File: config.mk
export PLATFORM = sky130hd
export DESIGN_NAME = mseu_div
export DESIGN_NICKNAME = d
export VERILOG_FILES = /design/src/sv/mseu_pkg.sv /design/src/sv/mseu_div.sv
export SDC_FILE = /design/constraint.sdc
export NUM_CORES = 2
export LEC_CHECK = 0
export BUFFER_PORTS_ARGS = -buffer_cell sky130_fd_sc_hd__buf_2
export CAP_MARGIN = 20
export CORE_MARGIN = 2
export CORE_UTILIZATION = 45
export DETAILED_ROUTE_END_ITERATION = 16
export GPL_ROUTABILITY_DRIVEN = 0
export GPL_TIMING_DRIVEN = 0
export SLEW_MARGIN = 25
export SYNTH_ARGS = -nofsm -noshare
export SYNTH_HDL_FRONTEND = slang
export SYNTH_SLANG_ARGS = --single-unit
export TNS_END_PERCENT = 5
File: constraint.sdc
create_clock -name aclk -period 5 [get_ports aclk]
set_input_delay 1.25 -clock aclk [delete_from_list [all_inputs] [get_ports aclk]]
set_output_delay 1.25 -clock aclk [all_outputs]
set_load 0.02 [all_outputs]
File: src/sv/mseu_pkg.sv
package mseu_pkg;

    // Default parameter values of the top level
    localparam int FRAC_BITS_DEF    = 16;
    localparam int CORDIC_STEPS_DEF = 18;

    // Field widths
    localparam int ELEM_W     = 32;
    localparam int NUM_IN     = 10;
    localparam int IN_DATA_W  = NUM_IN * ELEM_W;
    localparam int LEN_W      = 32;
    localparam int ANGLE_W    = 19;
    localparam int OUT_DATA_W = 160;
    localparam int TOL_W      = 16;

    // Normalized columns are Q2.30
    localparam int Q_NORM = 30;
    localparam int NORM_W = 32;

    // Column length: root of a 64-bit sum of squares
    localparam int LEN_SQ_W = 64;
    localparam int LEN_LAT  = LEN_SQ_W / 2;

    // Cosine term: root of (1 - s*s) in Q.60
    localparam int C_SQ_W = 62;
    localparam int C_W    = C_SQ_W / 2;
    localparam int C_LAT  = C_SQ_W / 2;

    // Normalizing divider: abs stage, one quotient bit a stage, sign stage
    localparam int DIV_Q_W = Q_NORM + 1;
    localparam int DIV_LAT = DIV_Q_W + 2;

    // CORDIC datapath widths
    localparam int CW = 34;
    localparam int ZW = 34;

    localparam logic signed [ZW-1:0] HALF_PI_Q30 = 34'sd1686629713;
    localparam longint PI_Q30 = 64'sd3373259426;

    typedef enum logic [1:0] {
        STATUS_OK       = 2'd0,
        STATUS_REJECT   = 2'd1,
        STATUS_ZERO_LEN = 2'd2
    } status_t;

    // atan(2^-i) in Q.30
    function automatic logic [ZW-1:0] atan_q30(input logic [4:0] idx);
        logic [31:0] v;
        case (idx)
            5'd0:    v = 32'h3243F6A8;
            5'd1:    v = 32'h1DAC6705;
            5'd2:    v = 32'h0FADBAFC;
            5'd3:    v = 32'h07F56EA6;
            5'd4:    v = 32'h03FEAB76;
            5'd5:    v = 32'h01FFD55B;
            5'd6:    v = 32'h00FFFAAA;
            5'd7:    v = 32'h007FFF55;
            5'd8:    v = 32'h003FFFEA;
            5'd9:    v = 32'h001FFFFD;
            5'd10:   v = 32'h000FFFFF;
            5'd11:   v = 32'h0007FFFF;
            5'd12:   v = 32'h0003FFFF;
            5'd13:   v = 32'h0001FFFF;
            5'd14:   v = 32'h0000FFFF;
            5'd15:   v = 32'h00007FFF;
            5'd16:   v = 32'h00003FFF;
            5'd17:   v = 32'h00001FFF;
            5'd18:   v = 32'h00000FFF;
            5'd19:   v = 32'h000007FF;
            5'd20:   v = 32'h000003FF;
            5'd21:   v = 32'h000001FF;
            5'd22:   v = 32'h000000FF;
            5'd23:   v = 32'h0000007F;
            5'd24:   v = 32'h0000003F;
            5'd25:   v = 32'h0000001F;
            5'd26:   v = 32'h0000000F;
            5'd27:   v = 32'h00000008;
            5'd28:   v = 32'h00000004;
            5'd29:   v = 32'h00000002;
            5'd30:   v = 32'h00000001;
            default: v = 32'h00000000;
        endcase
        return ZW'(v);
    endfunction

endpackage

File: src/sv/mseu_div.sv
module mseu_div import mseu_pkg::*; (
    input  logic                     aclk,
    input  logic                     en,
    input  logic signed [ELEM_W-1:0] elem_i,
    input  logic        [LEN_W-1:0]  den_i,
    output logic signed [NORM_W-1:0] quo_o
);

    // quotient = trunc(|elem| * 2^30 / den), |elem| <= den so it fits 31 bits

    logic [ELEM_W-1:0] mag_reg;
    logic [LEN_W-1:0]  den_a_reg;
    logic              neg_a_reg;

    logic [LEN_W:0]       r_reg   [DIV_Q_W];
    logic [DIV_Q_W-1:0]   q_reg   [DIV_Q_W];
    logic [LEN_W-1:0]     den_reg [DIV_Q_W];
    logic                 neg_reg [DIV_Q_W];
    logic signed [NORM_W-1:0] quo_reg;

    always_ff @(posedge aclk) begin
        if (en) begin
            mag_reg   <= elem_i[ELEM_W-1] ? (~elem_i + 1'b1) : elem_i;
            den_a_reg <= den_i;
            neg_a_reg <= elem_i[ELEM_W-1];
        end
    end

    for (genvar k = 0; k < DIV_Q_W; k++) begin : g_stage
        logic [LEN_W:0]     r_in;
        logic [DIV_Q_W-1:0] q_in;
        logic [LEN_W-1:0]   den_in;
        logic               neg_in;
        logic [LEN_W:0]     r_next;
        logic               q_bit;

        if (k == 0) begin : g_first
            assign r_in   = {1'b0, mag_reg};
            assign q_in   = '0;
            assign den_in = den_a_reg;
            assign neg_in = neg_a_reg;
        end else begin : g_rest
            assign r_in   = {r_reg[k-1][LEN_W-1:0], 1'b0};
            assign q_in   = q_reg[k-1];
            assign den_in = den_reg[k-1];
            assign neg_in = neg_reg[k-1];
        end

        always_comb begin
            if (r_in >= {1'b0, den_in}) begin
                r_next = r_in - {1'b0, den_in};
                q_bit  = 1'b1;
            end else begin
                r_next = r_in;
                q_bit  = 1'b0;
            end
        end

        always_ff @(posedge aclk) begin
            if (en) begin
                r_reg[k]   <= r_next;
                q_reg[k]   <= {q_in[DIV_Q_W-2:0], q_bit};
                den_reg[k] <= den_in;
                neg_reg[k] <= neg_in;
            end
        end
    end

    // restore the sign
    always_ff @(posedge aclk) begin
        if (en) begin
            if (neg_reg[DIV_Q_W-1]) begin
                quo_reg <= -$signed(NORM_W'(q_reg[DIV_Q_W-1]));
            end else begin
                quo_reg <= $signed(NORM_W'(q_reg[DIV_Q_W-1]));
            end
        end
    end

    assign quo_o = quo_reg;

endmodule

# Word-level counts from Yosys, hierarchy flattened
# Memories as Yosys holds them, arrays and structs flattened.
# Index checks and enable logic that the tools add are counted.
[word_totals]
reg_bits = 97
latch_bits = 0
ramBits = 3007
mem_bits_ro = 0
input_bits = 66
output_inout_bits = 32
word_cells = 141
n_memories = 4
[memory_table]
columns = ["memory", "words", "word_bits", "rd", "rd_ports_with_merged_regs", "write_ports", "line_no", "rtl"]
rows = [
  ["r_reg", 31, 33, 30, 0, 31, "mseu_div.sv:15", "logic [LEN_W:0] r_reg [DIV_Q_W];"],
  ["den_reg", 31, 32, 30, 0, 31, "mseu_div.sv:17", "logic [LEN_W-1:0] den_reg [DIV_Q_W];"],
  ["q_reg", 31, 31, 31, 0, 31, "mseu_div.sv:16", "logic [DIV_Q_W-1:0] q_reg [DIV_Q_W];"],
  ["neg_reg", 31, 1, 31, 0, 31, "mseu_div.sv:18", "logic neg_reg [DIV_Q_W];"],
]
[op_classes]
n_addsub = 33
n_mul = 0
n_div = 0
order_cmp = 31
eq_ne = 0
n_shift = 0
mux = 66
bitwise = 1
reduce_logical = 0
[op_table]
columns = ["op", "n"]
rows = [
  ["$mux 33", 31],
  ["$ge 33x32->1", 30],
  ["$sub 33x32->33", 30],
  ["$mux 31", 2],
  ["$mux 1", 33],
  ["$sub 32x32->33", 1],
  ["$add 32x1->32 const B", 1],
  ["$ge 32x32->1", 1],
  ["$neg 31->32", 1],
  ["$not 32->32", 1],
]

# Longest topological paths before layout
[logic_depth]
word_depth = 3
depth_mapped = 15
depth_no_buf = 14

# Worst setup path before layout
# Ideal clock, no wire load.
[synth_path]
kind = "register to register"
from = "memory den_reg[17][1], in the netlist den_reg[1][33]"
to = "memory r_reg[1][81] in the netlist's numbering, data pin"
setup_ns = 0.260
arrival_ns = 3.349
required_time_ns = 4.740
setup_slack_ns = 1.392
stages_incl_launch_ff = 15
n_path_buf = 1
period_less_slack_ns = 3.608
cell_sequence = "edfxtp_1 > inv_1 > ha_1 > nor2b_1 > o31a_1 > or3_1 > a21bo_2 > nand2_2 > a211oi_1 > o22a_1 > a31oi_4 > a21oi_2 > a2111oi_4 > buf_6 > mux2_2"
[synth_rtl]
columns = ["item", "line_no"]
rows = [
  ["start: declaration", "mseu_div.sv:17"],
  ["end: declaration", "mseu_div.sv:15"],
]

==> metrics <==
Synth Cell Area=0.140 mm2; M1 wire length=around 150000 um; routed length on met2=150000 um; Crit path arrival time=5520 ps; crit path buf inv count=1; Starting DRT DRC Count=between 9000 and 10000; setup skew after layout=48.0 ps; critical path capture point type=register; Leakage=63.1 nW; die area=around 0.32 mm2; Post-DP Area=approximately 0.15 mm2; layout cells sized above 1=0.0833; nets=13703; Pre-Repair DR Iteration Count=7; Pwr Density=~670 mW/mm2; Slew Viols, Final=0; Worst setup SP type=register; Total GRT Usage=0.204; cell area after layout=0.156 mm2; overall die height=561 um; Fmax achieved=a little over 200 MHz; Top FF cell, synth=edfxtp_1; CP delay by family, top=compound AO/OA/AOI/OAI gates; Distinct cells, synth=96; H-tree levels=5; critical path required time=5580 ps; chip width=approximately 560 um; FF-to-FF setup slack=60 ps; RSZ-0062 raised after global routing=yes; Via density=5.65; Post-synth EDFFs=2544; worst-path fanout max=10; PortBufs=between 90 and 100; Final period util=0.987; crit path time final=~4900 ps; Detailed Route WL=333000 um; Post-route DRC=0; uppermost layer routed=met5; insertion delay to the later sink of the worst-skew pair=890 ps; synth top area cells=edfxtp_1 55%, ha_1 8.9%, inv_1 3.4%; CTS Buffer Depth=4; Sum Neg Setup Slack=0 ps; Rows=204; root buffer cell=clkbuf_16; Post-synth top cells=2544 x edfxtp_1, 1265 x inv_1, 993 x ha_1; Post-CTS Hold Fix Bufs=0; fraction of registers with async set or reset after synthesis=0; GRT overflow=0; CP peak stage delay=around 720 ps; core area=a little over 0.3 mm2; crit path to=r_reg[0][126]; FF+latch count, synth=around 2500; CTS tree=built; via count=between 90000 and 100k; Critical R2R Launch=r_reg[0][68]; post-synth net total=13291; Max IR drop VDD=approximately 0.00038 V; largest net degree at the start of global routing=approximately 140; Num CTS Buffers=around 290; Initial Utilization=0.452; critical path class=reg2reg; Max-slew headroom=0.202; final hold vios=0; Worst-Margin Slew=1180 ps; CTS Sinks=~2500; reg2reg path depth=11; hold depth=0; crit path from=r_reg[0][68]; Mapped Cells=between 10000 and 15000; Stages on worst setup path=11; Synth Warn #=0; Critical Path Most Common Cell=o211ai_1; Mapped Avg Cell Area=~11 um2; Avg WL per Cell=19.6 um; I/O pin total=between 90 and 100; HP Class=reg2reg; cell with the most instances after synthesis=edfxtp_1; Final ANT Viol Nets=0; area delta synth->final=11.3%; Seq/Total Area, Yosys=0.546; largest area contributor in the netlist=edfxtp_1; first-pass GRT wire length=a little over 500000 um; vias in the first global route=92312; crit path cell chain=ha_1 > nand3_1 > o22ai_1 > o211ai_1 > o211ai_1 > o311a_1 > a2111oi_1 > nor2_1 > a41oi_2 > clkbuf_1 > o21ai_0; Clock transition at path regs=60 ps; worst r2r dst=r_reg[0][126]; number of max-cap violations=0; Setup violations, final=0; Hold WS=a little under 400 ps; slowest CP cell=a2111oi_1; outcome=finished, final reports clean; hpwl dp=250000 um; met3 wire length=24400 um; initial antenna violation count=6; post-synth top area share=0.546
## stage by stage
stage / instances / total power, mW / setup WS [ps] / utilization
final: 16964 / 104 / 62.8 / 0.503
after global routing: 16964 / 111 / -60.2 / 0.503
after CTS: 16960 / 104 / 29.0 / 0.503
after detailed placement: 16441 / 81.8 / -1010 / 0.472
after global placement: 16419 / 82.2 / -37230 / 0.471
after floorplan: 12202 / 68.9 / 1390 / -
## report_power, final
part,switching (mW),internal [mW],total [mW]
Sequential,3.48,31.7,35.2
Clock,8.65,12.5,21.1
Combinational,27.7,19.8,47.4
## cell usage in the layout, fill, tap and decap left out, drive strengths merged, types with 354 or more instances in the layout
cell type	count
edfxtp	2544
inv	1281
ha	993
nand2	914
a21oi	907
o21ai	896
nor2	577
clkbuf	563
a21o	520
xnor2	510
mux2	364
xor2	354
## final cells by class
cell class,instances,area [um2]
inverter,1265,4750
buffer,290,1190
fill,26804,153000
timing repair buffer,122,1180
clock buffer,340,7510
tap,4120,5150
clock inverter,178,1920
sequential,2544,76400
multi-input combinational,8103,57500
antenna,2,5.00
## logic make-up (layout without fill, tap and decap cells)
kind of cell | Yosys count | count (layout) | share of synthesized area
AO/OA/AOI/OAI | 3187 | 3187 | 0.143
XOR/XNOR | 864 | 864 | 0.0541
adder cells (fa/ha/maj) | 1023 | 1023 | 0.0932
buffers and inverters | 1555 | 2195 | 0.0425
flip-flops | 2544 | 2544 | 0.546
multiplexers | 386 | 386 | 0.0309
other | 0 | 2 | 0
AND/OR/NAND/NOR | 2643 | 2643 | 0.0899
## how the worst min path moves through the flow
stage / startpoint / to / slack [ps]
2_1_floorplan: g_stage[0].neg_in / neg_reg[0][0] / 400
3_3_place_gp: neg_reg[0][1] / neg_reg[0][2] / 400
3_5_place_dp: neg_reg[1][0] / neg_reg[1][1] / 400
4_1_cts: q_reg[20][8] / q_reg[21][9] / 400
5_1_grt: q_reg[20][8] / q_reg[21][9] / 390
6_report: q_reg[20][8] / q_reg[21][9] / 400
## repair_timing
| action | CTS | global route |
|---|---|---|
| buffers inserted | 0 | 0 |
| gates resized for setup | 1 | 5 |
| gates cloned | 1 | 2 |
| endpoints found under the setup margin | 118 | 297 |
## routing by layer
| layer | global-route usage | vias to the layer above |
|---|---|---|
| li1 | - | 45584 |
| met1 | 0.288 | 46389 |
| met2 | 0.324 | 3337 |
| met3 | 0.0384 | 528 |
| met4 | 0.0540 | 2 |
| met5 | 0 | - |
(Power assumes the default switching activity.)
