$ cat config.mk
export PLATFORM = sky130hd
export DESIGN_NAME = mseu_isqrt
export DESIGN_NICKNAME = d
export VERILOG_FILES = /design/src/sv/mseu_pkg.sv /design/src/sv/mseu_isqrt.sv
export SDC_FILE = /design/constraint.sdc
export NUM_CORES = 2
export LEC_CHECK = 0
export BUFFER_PORTS_ARGS = -buffer_cell sky130_fd_sc_hd__buf_4
export CAP_MARGIN = 20
export CORE_AREA = 2 2 543 410
export DETAILED_ROUTE_END_ITERATION = 7
export DIE_AREA = 0 0 545 412
export PLACE_DENSITY = 0.73
export SLEW_MARGIN = 5
export SYNTH_ARGS = -nofsm -noshare
export SYNTH_HDL_FRONTEND = slang
export SYNTH_SLANG_ARGS = --single-unit
$ cat constraint.sdc
create_clock -name aclk -period 3.3 [get_ports aclk]
set_input_delay 0.165 -clock aclk [delete_from_list [all_inputs] [get_ports aclk]]
set_output_delay 0.165 -clock aclk [all_outputs]
set_load 0.01 [all_outputs]
$ cat src/sv/mseu_pkg.sv
package mseu_pkg;

    // Default parameter values of the top level
    localparam int FRAC_BITS_DEF    = 16;
    localparam int CORDIC_STEPS_DEF = 18;

    // Field widths
    localparam int ELEM_W     = 32;
    localparam int NUM_IN     = 10;
    localparam int IN_DATA_W  = NUM_IN * ELEM_W;
    localparam int LEN_W      = 32;
    localparam int ANGLE_W    = 19;
    localparam int OUT_DATA_W = 160;
    localparam int TOL_W      = 16;

    // Normalized columns are Q2.30
    localparam int Q_NORM = 30;
    localparam int NORM_W = 32;

    // Column length: root of a 64-bit sum of squares
    localparam int LEN_SQ_W = 64;
    localparam int LEN_LAT  = LEN_SQ_W / 2;

    // Cosine term: root of (1 - s*s) in Q.60
    localparam int C_SQ_W = 62;
    localparam int C_W    = C_SQ_W / 2;
    localparam int C_LAT  = C_SQ_W / 2;

    // Normalizing divider: abs stage, one quotient bit a stage, sign stage
    localparam int DIV_Q_W = Q_NORM + 1;
    localparam int DIV_LAT = DIV_Q_W + 2;

    // CORDIC datapath widths
    localparam int CW = 34;
    localparam int ZW = 34;

    localparam logic signed [ZW-1:0] HALF_PI_Q30 = 34'sd1686629713;
    localparam longint PI_Q30 = 64'sd3373259426;

    typedef enum logic [1:0] {
        STATUS_OK       = 2'd0,
        STATUS_REJECT   = 2'd1,
        STATUS_ZERO_LEN = 2'd2
    } status_t;

    // atan(2^-i) in Q.30
    function automatic logic [ZW-1:0] atan_q30(input logic [4:0] idx);
        logic [31:0] v;
        case (idx)
            5'd0:    v = 32'h3243F6A8;
            5'd1:    v = 32'h1DAC6705;
            5'd2:    v = 32'h0FADBAFC;
            5'd3:    v = 32'h07F56EA6;
            5'd4:    v = 32'h03FEAB76;
            5'd5:    v = 32'h01FFD55B;
            5'd6:    v = 32'h00FFFAAA;
            5'd7:    v = 32'h007FFF55;
            5'd8:    v = 32'h003FFFEA;
            5'd9:    v = 32'h001FFFFD;
            5'd10:   v = 32'h000FFFFF;
            5'd11:   v = 32'h0007FFFF;
            5'd12:   v = 32'h0003FFFF;
            5'd13:   v = 32'h0001FFFF;
            5'd14:   v = 32'h0000FFFF;
            5'd15:   v = 32'h00007FFF;
            5'd16:   v = 32'h00003FFF;
            5'd17:   v = 32'h00001FFF;
            5'd18:   v = 32'h00000FFF;
            5'd19:   v = 32'h000007FF;
            5'd20:   v = 32'h000003FF;
            5'd21:   v = 32'h000001FF;
            5'd22:   v = 32'h000000FF;
            5'd23:   v = 32'h0000007F;
            5'd24:   v = 32'h0000003F;
            5'd25:   v = 32'h0000001F;
            5'd26:   v = 32'h0000000F;
            5'd27:   v = 32'h00000008;
            5'd28:   v = 32'h00000004;
            5'd29:   v = 32'h00000002;
            5'd30:   v = 32'h00000001;
            default: v = 32'h00000000;
        endcase
        return ZW'(v);
    endfunction

endpackage

$ cat src/sv/mseu_isqrt.sv
module mseu_isqrt import mseu_pkg::*; #(
    parameter int IN_W = LEN_SQ_W
) (
    input  logic              aclk,
    input  logic              en,
    input  logic [IN_W-1:0]   rad_i,
    output logic [IN_W/2-1:0] root_o
);

    localparam int STEPS = IN_W / 2;

    logic [IN_W-1:0] rem_reg  [STEPS];
    logic [IN_W-1:0] root_reg [STEPS];

    // one result bit per stage, digit-by-digit square root
    for (genvar k = 0; k < STEPS; k++) begin : g_stage
        localparam int SH = IN_W - 2 - 2 * k;
        logic [IN_W-1:0] rem_in;
        logic [IN_W-1:0] root_in;
        logic [IN_W-1:0] rem_next;
        logic [IN_W-1:0] root_next;
        logic [IN_W:0]   trial;

        if (k == 0) begin : g_first
            assign rem_in  = rad_i;
            assign root_in = '0;
        end else begin : g_rest
            assign rem_in  = rem_reg[k-1];
            assign root_in = root_reg[k-1];
        end

        always_comb begin
            trial = {1'b0, root_in} + ((IN_W+1)'(1) << SH);
            if ({1'b0, rem_in} >= trial) begin
                rem_next  = rem_in - trial[IN_W-1:0];
                root_next = (root_in >> 1) + (IN_W'(1) << SH);
            end else begin
                rem_next  = rem_in;
                root_next = root_in >> 1;
            end
        end

        always_ff @(posedge aclk) begin
            if (en) begin
                rem_reg[k]  <= rem_next;
                root_reg[k] <= root_next;
            end
        end
    end

    assign root_o = root_reg[STEPS-1][IN_W/2-1:0];

endmodule

# Word level (Yosys, flattened, before mapping)
# Memory sizes are Yosys's and may differ from the RTL's.
# Cells that the tools add are included.
dict set report totals {
  in_bits 66
  ram_bits 4096
  reg_bits 0
  wordCells 194
  memories 2
  out_inout_bits 32
}
# name words width rd rd_clocked_by_memory_dff wr line
set mem_list {}
lappend mem_list {rem_reg 32 64 31 0 32 mseu_isqrt.sv:12} ;# logic [IN_W-1:0] rem_reg [STEPS];
lappend mem_list {root_reg 32 64 32 0 32 mseu_isqrt.sv:13} ;# logic [IN_W-1:0] root_reg [STEPS];
dict set report classes {
  magnitude_cmp 32
  addsub 94
  mux 66
}
# op n
set ops {}
lappend ops {{two-way mux 64 bit} 63}
lappend ops {{>= comparator 64 x 65 -> 1 bit} 31}
lappend ops {{subtractor 64 bit} 31}
lappend ops {{adder 64 x 1 -> 65 bit, second input constant} 1}
lappend ops {{adder 64 x 11 -> 65 bit, second input constant} 1}
lappend ops {{adder 64 x 13 -> 65 bit, second input constant} 1}
lappend ops {{adder 64 x 15 -> 65 bit, second input constant} 1}
lappend ops {{adder 64 x 17 -> 65 bit, second input constant} 1}
lappend ops {{adder 64 x 19 -> 65 bit, second input constant} 1}
lappend ops {{adder 64 x 21 -> 65 bit, second input constant} 1}
lappend ops {{adder 64 x 23 -> 65 bit, second input constant} 1}
lappend ops {{adder 64 x 25 -> 65 bit, second input constant} 1}
lappend ops {{adder 64 x 27 -> 65 bit, second input constant} 1}
lappend ops {{adder 64 x 29 -> 65 bit, second input constant} 1}
lappend ops {{adder 64 x 3 -> 65 bit, second input constant} 1}
lappend ops {{adder 64 x 31 -> 65 bit, second input constant} 1}
lappend ops {{adder 64 x 33 -> 65 bit, second input constant} 1}
lappend ops {{adder 64 x 35 -> 65 bit, second input constant} 1}
lappend ops {{adder 64 x 37 -> 65 bit, second input constant} 1}
lappend ops {{adder 64 x 39 -> 65 bit, second input constant} 1}
lappend ops {{adder 64 x 41 -> 65 bit, second input constant} 1}
lappend ops {{adder 64 x 43 -> 65 bit, second input constant} 1}
lappend ops {{adder 64 x 45 -> 65 bit, second input constant} 1}
lappend ops {{adder 64 x 47 -> 65 bit, second input constant} 1}
lappend ops {{45 further kinds} 46}

# Logic depth before layout (Yosys ltp)
# An unclocked memory read counts as a cell.
dict set report logic_depth {
  depth_word 4
  ltp_mapped 15
}

# Least setup slack after synthesis
# Ideal clock, no wire load.
dict set report synth_path {
  path_type {register to register}
  startpoint {memory rem_reg[1][155] (netlist bit)}
  endpoint {memory rem_reg[1][252] (netlist bit), data pin}
  slack_ns -0.277
  setup_time_ns 0.271
  t_required_ns 3.029
  path_stages_with_launch 15
  t_arrival_ns 3.305
  n_path_buf 1
  path_cell_list {edfxtp_1 -> ha_1 -> a21oi_1 -> nand2_1 -> a211o_1 -> a2111oi_1 -> o22ai_1 -> or2_1 -> nor3_4 -> inv_2 -> o2111ai_1 -> or2_1 -> buf_2 -> nor4_1 -> xor2_1}
}
# element line
set synth_rtl {}
lappend synth_rtl {{start: declaration} mseu_isqrt.sv:12}

==> results.py <==
metrics = {
    "route": {
        "drt_iter0_markers": 12000,
        "wire_per_inst_um": 23.8,
        "final_antenna_net_count": 0,
        "first_pass_iters": 6,
        "wl_met2_um": 144000,
        "num_vias": 88500,
        "drc": 0,
        "highest_layer": "met5",
        "finalWirelength_um": 351000,
        "via_per_inst": 6.00,
        "met1Wirelength_um": 157000,
        "met3_length_um": 42700,
    },
    "clock_tree": {
        "clk_path_buf_depth": 4,
        "numCtsBuffers": 244,
        "htree_levels": 4,
        "cts_tree": "built",
        "cts_sinks": 2512,
        "cts_root_buf": "clkbuf_16",
        "clk_pin_slew_ns": 0.07,
        "clk_latency_ns": 0.95,
    },
    "outcome": {
        "outcome": "finished, violations left",
        "violations": "negative setup slack",
    },
    "timing": {
        "hold_viol_final": 0,
        "setup_viol": 185,
        "slew_viol_final": 0,
        "setup-tns-final_ns": -21.08,
        "worstMarginPinSlew_ns": 1.27,
        "skew_ns": 0.0947,
        "max_freq_mhz": 278,
        "finalCritPeriodShare": 1.09,
        "setup_slack_ns": -0.303,
        "rsz0062_at_grt": "true",
        "slew_headroom": 0.148,
        "period_needed_ns": 3.60,
    },
    "pwr": {
        "p_leak_nw": 60.0,
        "total_power_w": 0.102,
        "peakVddDrop_mv": 0.570,
        "p_per_area_nw_per_um2": 663,
    },
    "global_routing": {
        "antenna_found_initial": 14,
        "grtUsageTotal": 0.299,
        "grt_start_max_net_pins": 187,
        "grt_pass1_vias": 82800,
        "grt_pass1_wl_um": 509000,
        "grt_overflow": 0,
    },
    "flow_run": {
        "max_cap_violations": 0,
    },
    "floorplan": {
        "die_h_um": 412,
        "core_um2": 219000,
        "io_pins": 98,
        "die-area_um2": 225000,
        "fp-row-count": 149,
        "start_util": 0.549,
        "die_w_um": 545,
    },
    "finish": {
        "area_growth_pct": 28.1,
        "layout-drive-gt1-share": 0.268,
        "regArea_um2": 75400,
        "largest_register_ffs": 1984,
        "multi_input_area_um2": 47900,
        "fill_cells": 14500,
        "fin_nets": 12200,
    },
    "setup_path": {
        "regToRegSetupSlack_ns": -0.30,
        "critPathTopFamily": "simple AND/OR/NAND/NOR gates",
        "path_max_fanout": 4,
        "critPathLaunchType": "register",
        "end_kind": "register",
        "crit_top_cell": "buf_4",
        "path_cells": "ha_4, and4_1, nand4_1, nor4_2, buf_4, a211o_1, a311o_1, a21oi_2, a311oi_2, buf_4, nand4_1, buf_4, nor2_4, xor2_2",
        "critPathBufInv": 3,
        "critical_path_class": "register to register",
        "worstReg2RegStart": "rem_reg[1][349]",
        "worstPathRequired_ns": 3.93,
        "r2r_cells": 14,
        "cp.arrival_ns": 4.24,
        "reg2reg_to": "rem_reg[1][438]",
        "critPathSlowestCell": "edfxtp_1",
        "max_stage_delay_ns": 0.55,
    },
    "synth": {
        "seq_area_frac_synth": 0.627,
        "ys.warnings.count": 0,
        "syn_nets": 10200,
        "async_flop_share": 0,
        "avgSynthCellArea_um2": 12.5,
        "synth-seq-cells": 2512,
        "synth_ff_type": "edfxtp_1",
        "syn_area_um2": 120000,
        "synthCells": 9587,
        "synth_cell_type_count": 95,
        "synth-edff-count": 2512,
    },
    "min_path": {
        "hold_class": "input port to register",
        "min_to": "rem_reg[0][62]",
        "min_from": "rad_i[62]",
        "hold_depth": 4,
    },
    "placement": {
        "portBuffers": 97,
        "place_congestion": 0.995,
        "dpl.hpwl_um": 245000,
    },
}
[how the worst max path moves through the flow]
stage | from | end | slack, ns | depth (start not counted)
floorplan | rem_reg[1][490] | rem_reg[1][574] | -0.01 | 12
CTS | root_reg[1][467] | rem_reg[1][567] | -0.28 | 15
global placement | rem_reg[1][278] | rem_reg[1][377] | -0.70 | 12
global route | rem_reg[1][467] | rem_reg[1][574] | -0.41 | 12
detailed placement | rem_reg[1][278] | rem_reg[1][377] | -0.63 | 12
finish | rem_reg[1][349] | rem_reg[1][438] | -0.30 | 14
[per-layer routing]
metal	up-vias	track usage
met4	6	0.0716
met5	-	0
met3	516	0.0728
li1	40000	-
met2	4793	0.407
met1	43300	0.476
[worst reg2reg max path: stages (launching register included)]
cell	delay, ns
edfxtp_1	0.55
ha_4	0.35
and4_1	0.20
nand4_1	0.13
nor4_2	0.36
buf_4	0.21
a211o_1	0.16
a311o_1	0.15
a21oi_2	0.06
a311oi_2	0.28
buf_4	0.18
nand4_1	0.23
buf_4	0.27
nor2_4	0.10
xor2_2	0.09
[cells in the final DEF, fill, tap and decap left out, types with 56 or more instances in the layout]
| cell type | instances |
|---|---|
| nor2_1 | 568 |
| ha_1 | 468 |
| o21bai_1 | 61 |
| xnor2_1 | 440 |
| nor2b_1 | 73 |
| nand3_1 | 132 |
| nand2_1 | 583 |
| o21ai_1 | 81 |
| nand4_1 | 168 |
| a21o_1 | 218 |
| buf_4 | 1677 |
| o21ai_0 | 319 |
| edfxtp_1 | 2512 |
| a21oi_1 | 556 |
| o21a_1 | 77 |
| nor4_1 | 267 |
| clkbuf_16 | 262 |
| dlygate4sd3_1 | 129 |
| or4_1 | 56 |
| or3_1 | 66 |
| xor2_1 | 392 |
| ha_4 | 77 |
| nand2b_1 | 98 |
| nor3_1 | 187 |
| inv_1 | 678 |
| mux2_2 | 63 |
| buf_6 | 90 |
[metrics by stage]
stage,hold slack (ns),cells,utilization,area (um^2),setup slack (ns)
2_1_floorplan,0.264,9587,-,120000,-0.0147
3_3_place_gp,0.353,13900,0.620,136000,-0.697
3_5_place_dp,0.355,13900,0.620,136000,-0.633
4_1_cts,0.122,14600,0.679,149000,-0.277
5_1_grt,0.243,14800,0.703,154000,-0.409
6_report,0.261,14800,0.703,154000,-0.303
[report_power, final]
part	total, W	switching [W]	internal [W]	leakage, nW
registers	0.0441	0.00357	0.0405	24.2
logic	0.0300	0.0163	0.0136	32.0
clock network	0.0281	0.0124	0.0157	3.80
[cells in the mapped netlist, types with 69 or more instances]
| master | number | area [um^2] |
|---|---|---|
| a21oi_1 | 634 | 3170 |
| nand4_1 | 168 | 1050 |
| mux2_2 | 69 | 777 |
| nand3_1 | 168 | 841 |
| ha_1 | 558 | 6980 |
| clkbuf_1 | 172 | 646 |
| nor3_1 | 258 | 1290 |
| xnor2_1 | 467 | 4090 |
| nand2b_1 | 100 | 626 |
| or3_1 | 88 | 551 |
| nor4_1 | 356 | 2230 |
| o21ai_0 | 393 | 1970 |
| inv_1 | 697 | 2620 |
| or4_1 | 84 | 631 |
| edfxtp_1 | 2512 | 75400 |
| o21a_1 | 81 | 608 |
| nor2_1 | 632 | 2370 |
| xor2_1 | 417 | 3650 |
| nor2b_1 | 80 | 500 |
| a21o_1 | 219 | 1640 |
| nand2_1 | 624 | 2340 |
[what timing repair did]
action                                 in CTS  in global routing
gates cloned                                6                 22
setup endpoints to repair                 597                647
endpoints found under the hold margin     211                  0
setup buffers                             124                174
pin swaps                                 214                322
hold buffers                              129                  0
resized for setup                         560                779
[kinds of logic (layout without fill, tap and decap cells)]
logic type               after synthesis  count (layout)  synth area share
AND/OR/NAND/NOR                     2844            2845             0.122
flip-flops                          2512            2512             0.627
AO/OA/AOI/OAI                       1799            1800            0.0917
buffers and inverters                891            3115            0.0279
XOR/XNOR                             884             884            0.0644
adder cells (fa/ha/maj)              558             558            0.0581
multiplexers                          99              99           0.00910
other                                  0               3                 0
[final cells by class]
type / count / area share
diodes: 3 / 0.0000488
clock buffers: 289 / 0.0412
clock inverters: 151 / 0.00971
inverters: 704 / 0.0173
multi-input cells: 6186 / 0.311
flip-flops and latches: 2512 / 0.490
well taps: 2944 / 0.0239
repair buffers: 1971 / 0.107
Note: power is estimated with default switching activity, not from simulation.
